## src/rtl/core/tmlr_pkg.sv

```systemverilog
package tmlr_pkg;

  localparam int DIM_BITS   = 16;
  localparam int INDEX_BITS = 40;
  localparam int ELEM_BITS  = 64;
  localparam int TILE_BITS  = 6;
  localparam int LG_BITS    = 3;
  localparam int POS_BITS   = DIM_BITS + TILE_BITS;
  localparam int PROD_BITS  = 2 * DIM_BITS;
  localparam int CFG_IDX_BITS = 3;

  typedef logic [DIM_BITS-1:0]   dim_t;
  typedef logic [DIM_BITS:0]     dimx_t;
  typedef logic [POS_BITS-1:0]   pos_t;
  typedef logic [INDEX_BITS-1:0] idx_t;
  typedef logic [TILE_BITS-1:0]  tile_t;
  typedef logic [LG_BITS-1:0]    lg_t;
  typedef logic [PROD_BITS-1:0]  prod_t;
  typedef logic [ELEM_BITS-1:0]  elem_t;

  localparam lg_t TILE_LOG2_MAX = lg_t'(TILE_BITS);

  localparam logic DIR_TO_TILED = 1'b0;
  localparam logic DIR_TO_ROWS  = 1'b1;

  typedef enum logic [CFG_IDX_BITS-1:0] {
    REG_DIRECTION   = 3'd0,
    REG_BATCH_COUNT = 3'd1,
    REG_ROW_COUNT   = 3'd2,
    REG_COL_COUNT   = 3'd3,
    REG_TILE_LOG2   = 3'd4
  } cfg_reg_t;

  typedef struct packed {
    logic direction;
    dim_t batch_count;
    dim_t row_count;
    dim_t col_count;
    lg_t  tile_log2;
  } cfg_t;

  typedef struct packed {
    idx_t dest_index;
    logic valid_element;
    logic last;
  } tag_t;

endpackage

```

## src/rtl/core/tmlr_addr_gen.sv

```systemverilog
module tmlr_addr_gen (
  input  logic           clk,
  input  logic           rst_n,
  input  tmlr_pkg::cfg_t cfg,
  input  logic           clear,
  input  logic           adv,
  output tmlr_pkg::tag_t tag,
  output logic           at_start
);

  tmlr_pkg::dim_t  nb, nh, nw, h1, w1;
  tmlr_pkg::dimx_t h1_sum, w1_sum;
  tmlr_pkg::lg_t   lg;
  logic [tmlr_pkg::LG_BITS:0] lg2;
  tmlr_pkg::tile_t c0m1;
  tmlr_pkg::prod_t prod_r;
  tmlr_pkg::idx_t  batch_size, area, row_step0, blk_step1;
  tmlr_pkg::pos_t  row, col;
  tmlr_pkg::idx_t  inner0, dst0, dst1, base_new;
  logic            valid1;
  logic            col_end, cit_end, row_end, rit_end, cb_end, rb_end, bp_end;
  logic            batch_end;

  tmlr_pkg::dim_t  batch_pos_r, batch_pos_nxt;
  tmlr_pkg::dim_t  row_block_r, row_block_nxt;
  tmlr_pkg::dim_t  col_block_r, col_block_nxt;
  tmlr_pkg::tile_t row_in_tile_r, row_in_tile_nxt;
  tmlr_pkg::tile_t col_in_tile_r, col_in_tile_nxt;
  tmlr_pkg::idx_t  dest_base_r, dest_base_nxt;
  // to tiled: major = matrix base + row-block offset, minor = tile offset in the row block
  // to rows:  major = matrix base + row-block offset, minor = base of the current row
  tmlr_pkg::idx_t  major_r, major_nxt;
  tmlr_pkg::idx_t  minor_r, minor_nxt;

  always_comb begin
    nb = (cfg.batch_count == '0) ? tmlr_pkg::dim_t'(1) : cfg.batch_count;
    nh = (cfg.row_count == '0) ? tmlr_pkg::dim_t'(1) : cfg.row_count;
    nw = (cfg.col_count == '0) ? tmlr_pkg::dim_t'(1) : cfg.col_count;
    lg = (cfg.tile_log2 > tmlr_pkg::TILE_LOG2_MAX) ? tmlr_pkg::TILE_LOG2_MAX : cfg.tile_log2;
    lg2 = {lg, 1'b0};
    c0m1 = ~({tmlr_pkg::TILE_BITS{1'b1}} << lg);
    h1_sum = tmlr_pkg::dimx_t'(nh) + tmlr_pkg::dimx_t'(c0m1);
    w1_sum = tmlr_pkg::dimx_t'(nw) + tmlr_pkg::dimx_t'(c0m1);
    h1 = tmlr_pkg::dim_t'(h1_sum >> lg);
    w1 = tmlr_pkg::dim_t'(w1_sum >> lg);
  end

  // matrix size product, registered; config is stable long before it is needed
  always_ff @(posedge clk) begin
    if (cfg.direction == tmlr_pkg::DIR_TO_ROWS) begin
      prod_r <= tmlr_pkg::prod_t'(nh) * tmlr_pkg::prod_t'(nw);
    end else begin
      prod_r <= tmlr_pkg::prod_t'(h1) * tmlr_pkg::prod_t'(w1);
    end
  end

  always_comb begin
    if (cfg.direction == tmlr_pkg::DIR_TO_ROWS) begin
      batch_size = tmlr_pkg::idx_t'(prod_r);
    end else begin
      batch_size = tmlr_pkg::idx_t'(prod_r) << lg2;
    end
    area      = tmlr_pkg::idx_t'(1) << lg2;
    row_step0 = tmlr_pkg::idx_t'(w1) << lg2;
    blk_step1 = tmlr_pkg::idx_t'(nw) << lg;

    row = (tmlr_pkg::pos_t'(row_block_r) << lg) | tmlr_pkg::pos_t'(row_in_tile_r);
    col = (tmlr_pkg::pos_t'(col_block_r) << lg) | tmlr_pkg::pos_t'(col_in_tile_r);

    inner0 = (tmlr_pkg::idx_t'(row_in_tile_r) << lg) | tmlr_pkg::idx_t'(col_in_tile_r);
    dst0   = major_r + minor_r + inner0;
    valid1 = (row < tmlr_pkg::pos_t'(nh)) && (col < tmlr_pkg::pos_t'(nw));
    dst1   = valid1 ? (minor_r + tmlr_pkg::idx_t'(col)) : '0;

    col_end = col >= tmlr_pkg::pos_t'(nw - 1'b1);
    row_end = row >= tmlr_pkg::pos_t'(nh - 1'b1);
    cit_end = col_in_tile_r >= c0m1;
    rit_end = row_in_tile_r >= c0m1;
    cb_end  = col_block_r >= (w1 - 1'b1);
    rb_end  = row_block_r >= (h1 - 1'b1);
    bp_end  = batch_pos_r >= (nb - 1'b1);
  end

  always_comb begin
    batch_pos_nxt   = batch_pos_r;
    row_block_nxt   = row_block_r;
    col_block_nxt   = col_block_r;
    row_in_tile_nxt = row_in_tile_r;
    col_in_tile_nxt = col_in_tile_r;
    dest_base_nxt   = dest_base_r;
    major_nxt       = major_r;
    minor_nxt       = minor_r;
    batch_end       = 1'b0;
    base_new        = '0;

    if (cfg.direction == tmlr_pkg::DIR_TO_TILED) begin
      if (cit_end || col_end) begin
        col_in_tile_nxt = '0;
        if (col_end) begin
          col_block_nxt = '0;
          minor_nxt     = '0;
          if (row_end) begin
            row_in_tile_nxt = '0;
            row_block_nxt   = '0;
            batch_end       = 1'b1;
          end else if (rit_end) begin
            row_in_tile_nxt = '0;
            row_block_nxt   = row_block_r + 1'b1;
            major_nxt       = major_r + row_step0;
          end else begin
            row_in_tile_nxt = row_in_tile_r + 1'b1;
          end
        end else begin
          col_block_nxt = col_block_r + 1'b1;
          minor_nxt     = minor_r + area;
        end
      end else begin
        col_in_tile_nxt = col_in_tile_r + 1'b1;
      end
    end else begin
      if (cit_end) begin
        col_in_tile_nxt = '0;
        if (rit_end) begin
          row_in_tile_nxt = '0;
          if (cb_end) begin
            col_block_nxt = '0;
            if (rb_end) begin
              row_block_nxt = '0;
              batch_end     = 1'b1;
            end else begin
              row_block_nxt = row_block_r + 1'b1;
              major_nxt     = major_r + blk_step1;
              minor_nxt     = major_r + blk_step1;
            end
          end else begin
            col_block_nxt = col_block_r + 1'b1;
            minor_nxt     = major_r;
          end
        end else begin
          row_in_tile_nxt = row_in_tile_r + 1'b1;
          minor_nxt       = minor_r + tmlr_pkg::idx_t'(nw);
        end
      end else begin
        col_in_tile_nxt = col_in_tile_r + 1'b1;
      end
    end

    if (batch_end) begin
      if (bp_end) begin
        batch_pos_nxt = '0;
        base_new      = '0;
      end else begin
        batch_pos_nxt = batch_pos_r + 1'b1;
        base_new      = dest_base_r + batch_size;
      end
      dest_base_nxt = base_new;
      major_nxt     = base_new;
      minor_nxt     = (cfg.direction == tmlr_pkg::DIR_TO_ROWS) ? base_new : '0;
    end
  end

  always_ff @(posedge clk) begin
    if (!rst_n || clear) begin
      batch_pos_r   <= '0;
      row_block_r   <= '0;
      col_block_r   <= '0;
      row_in_tile_r <= '0;
      col_in_tile_r <= '0;
      dest_base_r   <= '0;
      major_r       <= '0;
      minor_r       <= '0;
    end else if (adv) begin
      batch_pos_r   <= batch_pos_nxt;
      row_block_r   <= row_block_nxt;
      col_block_r   <= col_block_nxt;
      row_in_tile_r <= row_in_tile_nxt;
      col_in_tile_r <= col_in_tile_nxt;
      dest_base_r   <= dest_base_nxt;
      major_r       <= major_nxt;
      minor_r       <= minor_nxt;
    end
  end

  always_comb begin
    tag.dest_index    = (cfg.direction == tmlr_pkg::DIR_TO_ROWS) ? dst1 : dst0;
    tag.valid_element = (cfg.direction == tmlr_pkg::DIR_TO_ROWS) ? valid1 : 1'b1;
    tag.last          = batch_end && bp_end;
    at_start = (batch_pos_r == '0) && (row_block_r == '0) && (col_block_r == '0) &&
               (row_in_tile_r == '0) && (col_in_tile_r == '0) &&
               (dest_base_r == '0) && (major_r == '0) && (minor_r == '0);
  end

endmodule

```

## src/rtl/core/tiled_matrix_layout_reorder_core.sv

```systemverilog
// channel   direction  handshake           payload
// cfg_      in         cfg_we              cfg_index, cfg_data
// in_       in         in_valid/in_stall   in_value
// out_      out        out_valid/out_stall out_dest_index, out_value_out, out_valid_element,
//                                          out_last
//
// One request per clock while out_stall is low; held in s1, then in the output register.
// Position counters and running index bases advance once per request, no multiply in the loop.
// in_stall rises only when the input register is full and the output register is held.
// rst_n is synchronous; any write to a defined register restarts the tensor.
module tiled_matrix_layout_reorder_core (
  input  logic                                clk,
  input  logic                                rst_n,
  input  logic                                cfg_we,
  input  logic [tmlr_pkg::CFG_IDX_BITS-1:0]   cfg_index,
  input  logic [tmlr_pkg::DIM_BITS-1:0]       cfg_data,
  input  logic                                in_valid,
  output logic                                in_stall,
  input  logic [tmlr_pkg::ELEM_BITS-1:0]      in_value,
  output logic                                out_valid,
  input  logic                                out_stall,
  output logic [tmlr_pkg::INDEX_BITS-1:0]     out_dest_index,
  output logic [tmlr_pkg::ELEM_BITS-1:0]      out_value_out,
  output logic                                out_valid_element,
  output logic                                out_last
);

  tmlr_pkg::cfg_t  cfg_r;
  logic            cfg_clear;
  logic            s1_valid_r;
  tmlr_pkg::elem_t s1_value_r;
  logic            out_valid_r;
  tmlr_pkg::tag_t  out_tag_r;
  tmlr_pkg::elem_t out_value_r;
  logic            out_free, s1_adv, in_acc;
  tmlr_pkg::tag_t  gen_tag;
  logic            gen_at_start;

  always_ff @(posedge clk) begin
    if (!rst_n) begin
      cfg_r.direction   <= tmlr_pkg::DIR_TO_TILED;
      cfg_r.batch_count <= tmlr_pkg::dim_t'(1);
      cfg_r.row_count   <= tmlr_pkg::dim_t'(1);
      cfg_r.col_count   <= tmlr_pkg::dim_t'(1);
      cfg_r.tile_log2   <= tmlr_pkg::lg_t'(4);
    end else if (cfg_we) begin
      unique case (tmlr_pkg::cfg_reg_t'(cfg_index))
        tmlr_pkg::REG_DIRECTION:   cfg_r.direction   <= cfg_data[0];
        tmlr_pkg::REG_BATCH_COUNT: cfg_r.batch_count <= cfg_data;
        tmlr_pkg::REG_ROW_COUNT:   cfg_r.row_count   <= cfg_data;
        tmlr_pkg::REG_COL_COUNT:   cfg_r.col_count   <= cfg_data;
        tmlr_pkg::REG_TILE_LOG2:   cfg_r.tile_log2   <= cfg_data[tmlr_pkg::LG_BITS-1:0];
        default: ;
      endcase
    end
  end

  always_comb begin
    cfg_clear = 1'b0;
    if (cfg_we) begin
      unique case (tmlr_pkg::cfg_reg_t'(cfg_index))
        tmlr_pkg::REG_DIRECTION,
        tmlr_pkg::REG_BATCH_COUNT,
        tmlr_pkg::REG_ROW_COUNT,
        tmlr_pkg::REG_COL_COUNT,
        tmlr_pkg::REG_TILE_LOG2: cfg_clear = 1'b1;
        default:                 cfg_clear = 1'b0;
      endcase
    end
  end

  assign out_free = !out_valid_r || !out_stall;
  assign s1_adv   = s1_valid_r && out_free;
  assign in_stall = s1_valid_r && !out_free;
  assign in_acc   = in_valid && !in_stall;

  always_ff @(posedge clk) begin
    if (!rst_n) begin
      s1_valid_r <= 1'b0;
    end else if (in_acc) begin
      s1_valid_r <= 1'b1;
    end else if (s1_adv) begin
      s1_valid_r <= 1'b0;
    end
  end

  always_ff @(posedge clk) begin
    if (in_acc) begin
      s1_value_r <= in_value;
    end
  end

  tmlr_addr_gen u_addr_gen (
    .clk      (clk),
    .rst_n    (rst_n),
    .cfg      (cfg_r),
    .clear    (cfg_clear),
    .adv      (s1_adv),
    .tag      (gen_tag),
    .at_start (gen_at_start)
  );

  always_ff @(posedge clk) begin
    if (!rst_n) begin
      out_valid_r <= 1'b0;
    end else if (s1_adv) begin
      out_valid_r <= 1'b1;
    end else if (!out_stall) begin
      out_valid_r <= 1'b0;
    end
  end

  always_ff @(posedge clk) begin
    if (s1_adv) begin
      out_tag_r   <= gen_tag;
      out_value_r <= s1_value_r;
    end
  end

  assign out_valid         = out_valid_r;
  assign out_dest_index    = out_tag_r.dest_index;
  assign out_value_out     = out_value_r;
  assign out_valid_element = out_tag_r.valid_element;
  assign out_last          = out_tag_r.last;

  a_pad_zero_index: assert property (@(posedge clk) disable iff (!rst_n)
    out_valid_r && !out_tag_r.valid_element |-> out_tag_r.dest_index == '0)
    else $error("padding request carries a non-zero index");

  a_stall_only_full: assert property (@(posedge clk) disable iff (!rst_n)
    in_stall |-> s1_valid_r && out_valid_r)
    else $error("input stalled with a free slot");

  a_last_wraps: assert property (@(posedge clk) disable iff (!rst_n)
    s1_adv && gen_tag.last |=> gen_at_start)
    else $error("position not back at origin after last request");

  a_cfg_restarts: assert property (@(posedge clk) disable iff (!rst_n)
    cfg_clear |=> gen_at_start)
    else $error("register write did not restart the tensor");

endmodule
```

## config.mk

```make
export PLATFORM = sky130hd
export DESIGN_NAME = tiled_matrix_layout_reorder_core
export DESIGN_NICKNAME = d
export VERILOG_FILES = /design/src/rtl/core/tmlr_pkg.sv /design/src/rtl/core/tmlr_addr_gen.sv /design/src/rtl/core/tiled_matrix_layout_reorder_core.sv
export SDC_FILE = /design/constraint.sdc
export NUM_CORES = 2
export LEC_CHECK = 0
export BUFFER_PORTS_ARGS = -buffer_cell sky130_fd_sc_hd__buf_2
export CORE_MARGIN = 2
export CORE_UTILIZATION = 49
export DETAILED_ROUTE_END_ITERATION = 8
export HOLD_SLACK_MARGIN = 0.05
export PLACE_DENSITY = 0.65
export SETUP_SLACK_MARGIN = 0.02
export SLEW_MARGIN = 20
export SYNTH_ARGS = -nofsm -noshare
export SYNTH_HDL_FRONTEND = slang
export SYNTH_SLANG_ARGS = --single-unit
```

## constraint.sdc

```tcl
create_clock -name clk -period 17.65 [get_ports clk]
set_clock_uncertainty 0.1 [all_clocks]
set_input_delay 2.6475 -clock clk [delete_from_list [all_inputs] [get_ports clk]]
set_output_delay 2.6475 -clock clk [all_outputs]
set_load 0.02 [all_outputs]
```

# Word level (Yosys, flattened, before mapping)
# Index checks and enable logic that the tools add are counted.
# totals
word_cells	182
input_bits	88
reg_bits	436
output_inout_bits	108
# classes
order_cmp	10
add_sub_neg	20
n_mux	66
mul	2
reduce_logical	36
shifts	10
bitwise	4
n_eq_ne	13
# ops
cell	n
$mux W40	22
$mux W16	19
$add A40 B40 Y40	6
$mul A16 B16 Y32	2
$mux W6	9
$add A16 B1 Y16 const B	3
$ge A16 B16 Y1	3
$logic_not A16 Y1	3
$sub A16 B1 Y16 const B	3
$ge A22 B22 Y1	2
$lt A22 B16 Y1	2
$or A22 B6 Y22	2
$shl A16 B3 Y22	2
$add A40 B16 Y40	1
$add A40 B22 Y40	1
$or A40 B6 Y40	1
$shl A1 B4 Y40 const A	1
$shl A16 B3 Y40	1
$shl A16 B4 Y40	1
$shl A32 B4 Y40	1
$shl A6 B3 Y40	1
$add A16 B6 Y17	2
$shr A17 B3 Y16	2
$sub A16 B1 Y17 const B	2
other kinds (26)	69

# Depth between registers and ports, before layout
# depth
ltp_word	15
ltp_mapped	46
depth_no_buf	41

# Hierarchy
# From an unflattened synthesis, not the netlist that was laid out.
# hier_totals
hier_cells	7086
hier_area_um2	57292.4
# modules_own_cells
module	instances	cells_each	seq_area_each_um2	area_per_inst_um2
tmlr_addr_gen	1	6713	4244.1	50106.8
tiled_matrix_layout_reorder_core	1	373	6185.9	7185.6

# Worst setup path before layout
# OpenSTA, ideal clock, no wires.
# synth_timing
path_type	register to register
from	register cfg_r[2] in the netlist's numbering
to	register u_addr_gen.prod_r[31]
arrival_time_ns	10.542
path_stages_with_launch	44
setup_time_ns	0.059
setup_slack_ns	6.949
cell_sequence	dfxtp_1 buf_2 clkbuf_1 buf_2 buf_1 clkbuf_1 buf_1 clkbuf_1 buf_1 nand2_1 inv_1 ha_1 clkbuf_1 a21o_1 a221oi_2 o31a_1 o21ai_0 a211oi_1 [... 8 more ...] inv_1 fa_1 fa_1 inv_1 fa_1 inv_1 ha_1 a21oi_1 o21ai_0 o41ai_1 nand2b_1 a31oi_1 and3b_1 a21oi_1 o41ai_1 xnor2_1 o21ai_0 o311a_1
# synth_via
elab_chain_len	8
# synth_rtl
element	line	source
start: declaration	tiled_matrix_layout_reorder_core.sv:28	tmlr_pkg::cfg_t cfg_r;
$gt A3 B3 Y1	tmlr_addr_gen.sv:39	lg = (cfg.tile_log2 > tmlr_pkg::TILE_LOG2_MAX) ? tmlr_pkg::TILE_LOG2_MAX : cfg.tile_log2;
$mux W3 *	tmlr_addr_gen.sv:39	
$shl A6 B3 Y6	tmlr_addr_gen.sv:41	c0m1 = ~({tmlr_pkg::TILE_BITS{1'b1}} << lg);
$not A6 Y6	tmlr_addr_gen.sv:41	
$add A16 B6 Y17, on equally long branches	tmlr_addr_gen.sv:42, tmlr_addr_gen.sv:43	
$shr A17 B3 Y16, on equally long branches	tmlr_addr_gen.sv:44, tmlr_addr_gen.sv:45	
$mul A16 B16 Y32 *	tmlr_addr_gen.sv:53	prod_r <= tmlr_pkg::prod_t'(h1) * tmlr_pkg::prod_t'(w1);
$mux W32 *	tmlr_addr_gen.sv:50	if (cfg.direction == tmlr_pkg::DIR_TO_ROWS) begin
end signal: assignment	tmlr_addr_gen.sv:51	prod_r <= tmlr_pkg::prod_t'(nh) * tmlr_pkg::prod_t'(nw);
end signal: assignment	tmlr_addr_gen.sv:53	
end: declaration	tmlr_addr_gen.sv:16	tmlr_pkg::prod_t prod_r;
# Every way passes the cells marked *; elsewhere a longest branch is shown, timed or not.
# A chain may end at the register's enable or synchronous reset.

# Worst setup path after layout
# layout_timing
from	register cfg_r[9] in the netlist's numbering
to	register u_addr_gen.prod_r[31]
# layout_via
elab_chain_len	6
# layout_rtl
element	line	source
$logic_not A16 Y1	tmlr_addr_gen.sv:38	nw = (cfg.col_count == '0) ? tmlr_pkg::dim_t'(1) : cfg.col_count;
$mux W16 *	tmlr_addr_gen.sv:38	
$add A16 B6 Y17	tmlr_addr_gen.sv:43	w1_sum = tmlr_pkg::dimx_t'(nw) + tmlr_pkg::dimx_t'(c0m1);
$shr A17 B3 Y16	tmlr_addr_gen.sv:45	w1 = tmlr_pkg::dim_t'(w1_sum >> lg);
$mul A16 B16 Y32	tmlr_addr_gen.sv:53	
$mux W32 *	tmlr_addr_gen.sv:50	
# Marked as above.

==> flow_summary.ini <==
[logic_synthesis]
yosys_warnings = 0
ys_types = 108
async_reset_ff_frac = 0
ys_ff_latch = 436
synth.top_cell.area_share = 0.148
yosys.area_share.adder = 0.278
synth_top_area_cell = fa_1
synth_area_um2 = 55100
yosys.area_share.simple = 0.181
ys_seq_area_frac = 0.189
synth_cells = 6751
synth_compound_area_frac = 0.188
synth_xor_area_frac = 0.0588
synth_top_family_by_area = adder cells
synthFlopType = dfxtp_1
avgSynthCellArea_um2 = 8.17
synth-edff-count = 170
synth_mux_area_frac = 0.0413
synth_area_leaders = fa_1 (15%), ha_1 (13%), dfxtp_1 (9.7%)

[layout]
syn2layout_area_growth_pct = 7.91
regArea_um2 = 10400
drive_gt1_frac = 0.0794
nNetsFinal = 7818
fillers = 10800
final_util = 0.531
multiInputGateArea_um2 = 41300

[worst_setup_path]
crit_type = reg2reg
max_stage_delay_ps = 710
reg2reg_depth = 39
cp-start-kind = flip-flop
required_ps = 18170
cp.arrival_ps = 12980
end_kind = flip-flop
slowest_stage = nor3_1
worstPathMaxFanout = 30
cp_common_cell = fa_1

[floorplanning]
io-pin-count = 196
core_area_um2 = 112000
initial_core_util = 0.492
die_h_um = 339
die_w_um = 339
dieArea_um2 = 115000
row_count = 123

[pwr]
p_leak_nw = 26.3
power_mw = 3.21
peakVddDrop_mv = 0.0705
comb_power_share = 0.265
p_switching_mw = 1.15
sw_frac_of_total = 0.358
p_int_mw = 2.06
clockPowerShare = 0.381
p_per_area_nw_per_um2 = 53.9
pwr-share-seq = 0.354

[sta]
fin_crit_sh = 0.706
holdWs_ps = 303
hold_viol = 0
min_period_ps = 12460
rsz0062_at_grt = no
drv_slew = 0
fmax_mhz = 80.2
worst_pin_slew_ps = 1260
setup_tns_ps = 0
relSlewSlack = 0.157
setup_violations = 0

[clock_network]
cts_sinks = 436
clk_pin_slew_ps = 60
cts_made_buffers = 54
clk_path_buf_depth = 3
root_buffer = clkbuf_16
postCtsSetupBuffers = 0
cts_htree_levels = 2
tritoncts = built
clk_latency_ps = 670
postCtsResizedCells = 0
ctsHoldBuffers = 0

[hold_path]
holdPathStages = 0
hp-class = reg2reg

[place]
gp_congestion = 1.04
port_buffers = 195
hpwlAfterDp_um = 163000

[global_routing]
grt_usage = 0.360
first_global_vias = 50600
grt_max_degree = 79
antenna_found_initial = 8
grt_overflow = 0
grt_first_pass_wirelength_um = 317000

[detailed_routing]
vias = 51500
drt-wirelength-per-cell_um = 25.4
drc = 0
ant_nets = 0
viasPerCell = 6.21
drt-total-wl_um = 210000
firstDrtPassIters = 6
drtIter0Drc = 4890

[run]
maxCapViolCount = 0

[status]
outcome = finished clean
[layout make-up]
cell class	count	share of cell area
inverters	581	0.0367
diodes	2	0.0000841
multi-input cells	5382	0.695
flip-flops and latches	436	0.175
well taps	1500	0.0315
clock inverters	35	0.00749
repair buffers	297	0.0293
clock buffers	66	0.0249
[per-stage QoR]
| step | area [µm²] | cells | setup slack, ps |
|---|---|---|---|
| after floorplan | 55200 | 6760 | 6950 |
| after global placement | 57600 | 8196 | 5420 |
| after detailed placement | 57600 | 8196 | 5470 |
| after CTS | 59500 | 8297 | 5410 |
| after global routing | 59500 | 8297 | 4470 |
| final | 59500 | 8299 | 5190 |
[cells in the final DEF (no fill, tap or decap), types with 52 or more instances in the layout]
cell and count:
nand2_1 848, nor2_1 643, ha_1 569, inv_1 556
a21oi_1 423, fa_1 409, o21ai_0 361, dfxtp_1 262
xnor2_1 225, buf_2 195, mux2i_1 174, edfxtp_1 170
xor2_1 145, a21o_1 118, nand3_1 112, nor3_1 107
buf_4 102, a211oi_1 81, nand4_1 80, o22ai_1 70
nand2b_1 64, a21boi_0 63, clkbuf_16 56, nor2b_1 54
and3_1 53, a31oi_1 52
[cell usage after synthesis, types with 42 or more instances]
cell      count
nand2_1     849
nor2_1      649
ha_1        569
inv_1       556
a21oi_1     426
fa_1        409
o21ai_0     362
clkbuf_1    276
dfxtp_1     266
xnor2_1     225
mux2i_1     176
edfxtp_1    170
xor2_1      145
a21o_1      118
nand3_1     113
nor3_1      109
a211oi_1     81
nand4_1      80
o22ai_1      71
nand2b_1     64
a21boi_0     63
buf_1        62
nor2b_1      55
and3_1       54
a31oi_1      52
or3_1        51
o21a_1       45
and2_1       44
mux2_2       42
o211ai_1     42
[flip-flops by register name, summed over array words and instances, names as in the netlist, 6 cells and up]
signal / count
s1_value_r: 64
u_addr_gen.col_in_tile_r: 6
u_addr_gen.prod_r: 32
out_dest_index: 40
u_addr_gen.dest_base_r: 40
u_addr_gen.row_block_r: 16
out_value_out: 64
u_addr_gen.row_in_tile_r: 6
cfg_r: 52
u_addr_gen.batch_pos_r: 16
u_addr_gen.col_block_r: 16
u_addr_gen.minor_r: 40
u_addr_gen.major_r: 40
[worst paths after layout]
check / start / endpoint / slack, ps
setup / recovery: cfg_r[9] / u_addr_gen.prod_r[31] / 5190
hold reg to reg: s1_value_r[55] / out_value_out[55] / 300
setup reg to reg: cfg_r[9] / u_addr_gen.prod_r[31] / 5190
hold / removal: s1_value_r[55] / out_value_out[55] / 300
[power by group through the flow]
stage / Clock [mW] / Sequential [mW] / Combinational (mW)
finish: 1.22 / 1.14 / 0.850
global route: 1.28 / 1.14 / 0.906
CTS: 1.24 / 1.13 / 0.828
detailed placement: 0 / 1.16 / 0.824
global placement: 0 / 1.16 / 0.818
floorplan: 0 / 1.15 / 0.517
[worst max-delay path: cells and delay by family, from the launching register on]
family,cells,cell delay [ps]
mux,1,250
fa+ha+maj,9,4120
buf+inv,5,640
flops,1,300
compound gates,13,3900
xor+xnor,1,130
simple gates,10,2930
[kinds of logic (layout without fill, tap and decap cells)]
kind of cell | count (synthesis) | count (layout)
xor+xnor | 370 | 370
fa+ha+maj | 978 | 978
simple gates | 2204 | 2204
compound gates | 1600 | 1600
buf+inv | 942 | 979
flops | 436 | 436
mux | 220 | 220
other cells | 1 | 12
[layer usage]
metal | share of wire | GRT usage
met5 | 0.00033 | 0
met4 | 0.079 | 0.241
met3 | 0.092 | 0.0904
met2 | 0.44 | 0.569
met1 | 0.39 | 0.435
Note: power is estimated with default switching activity, not from simulation.
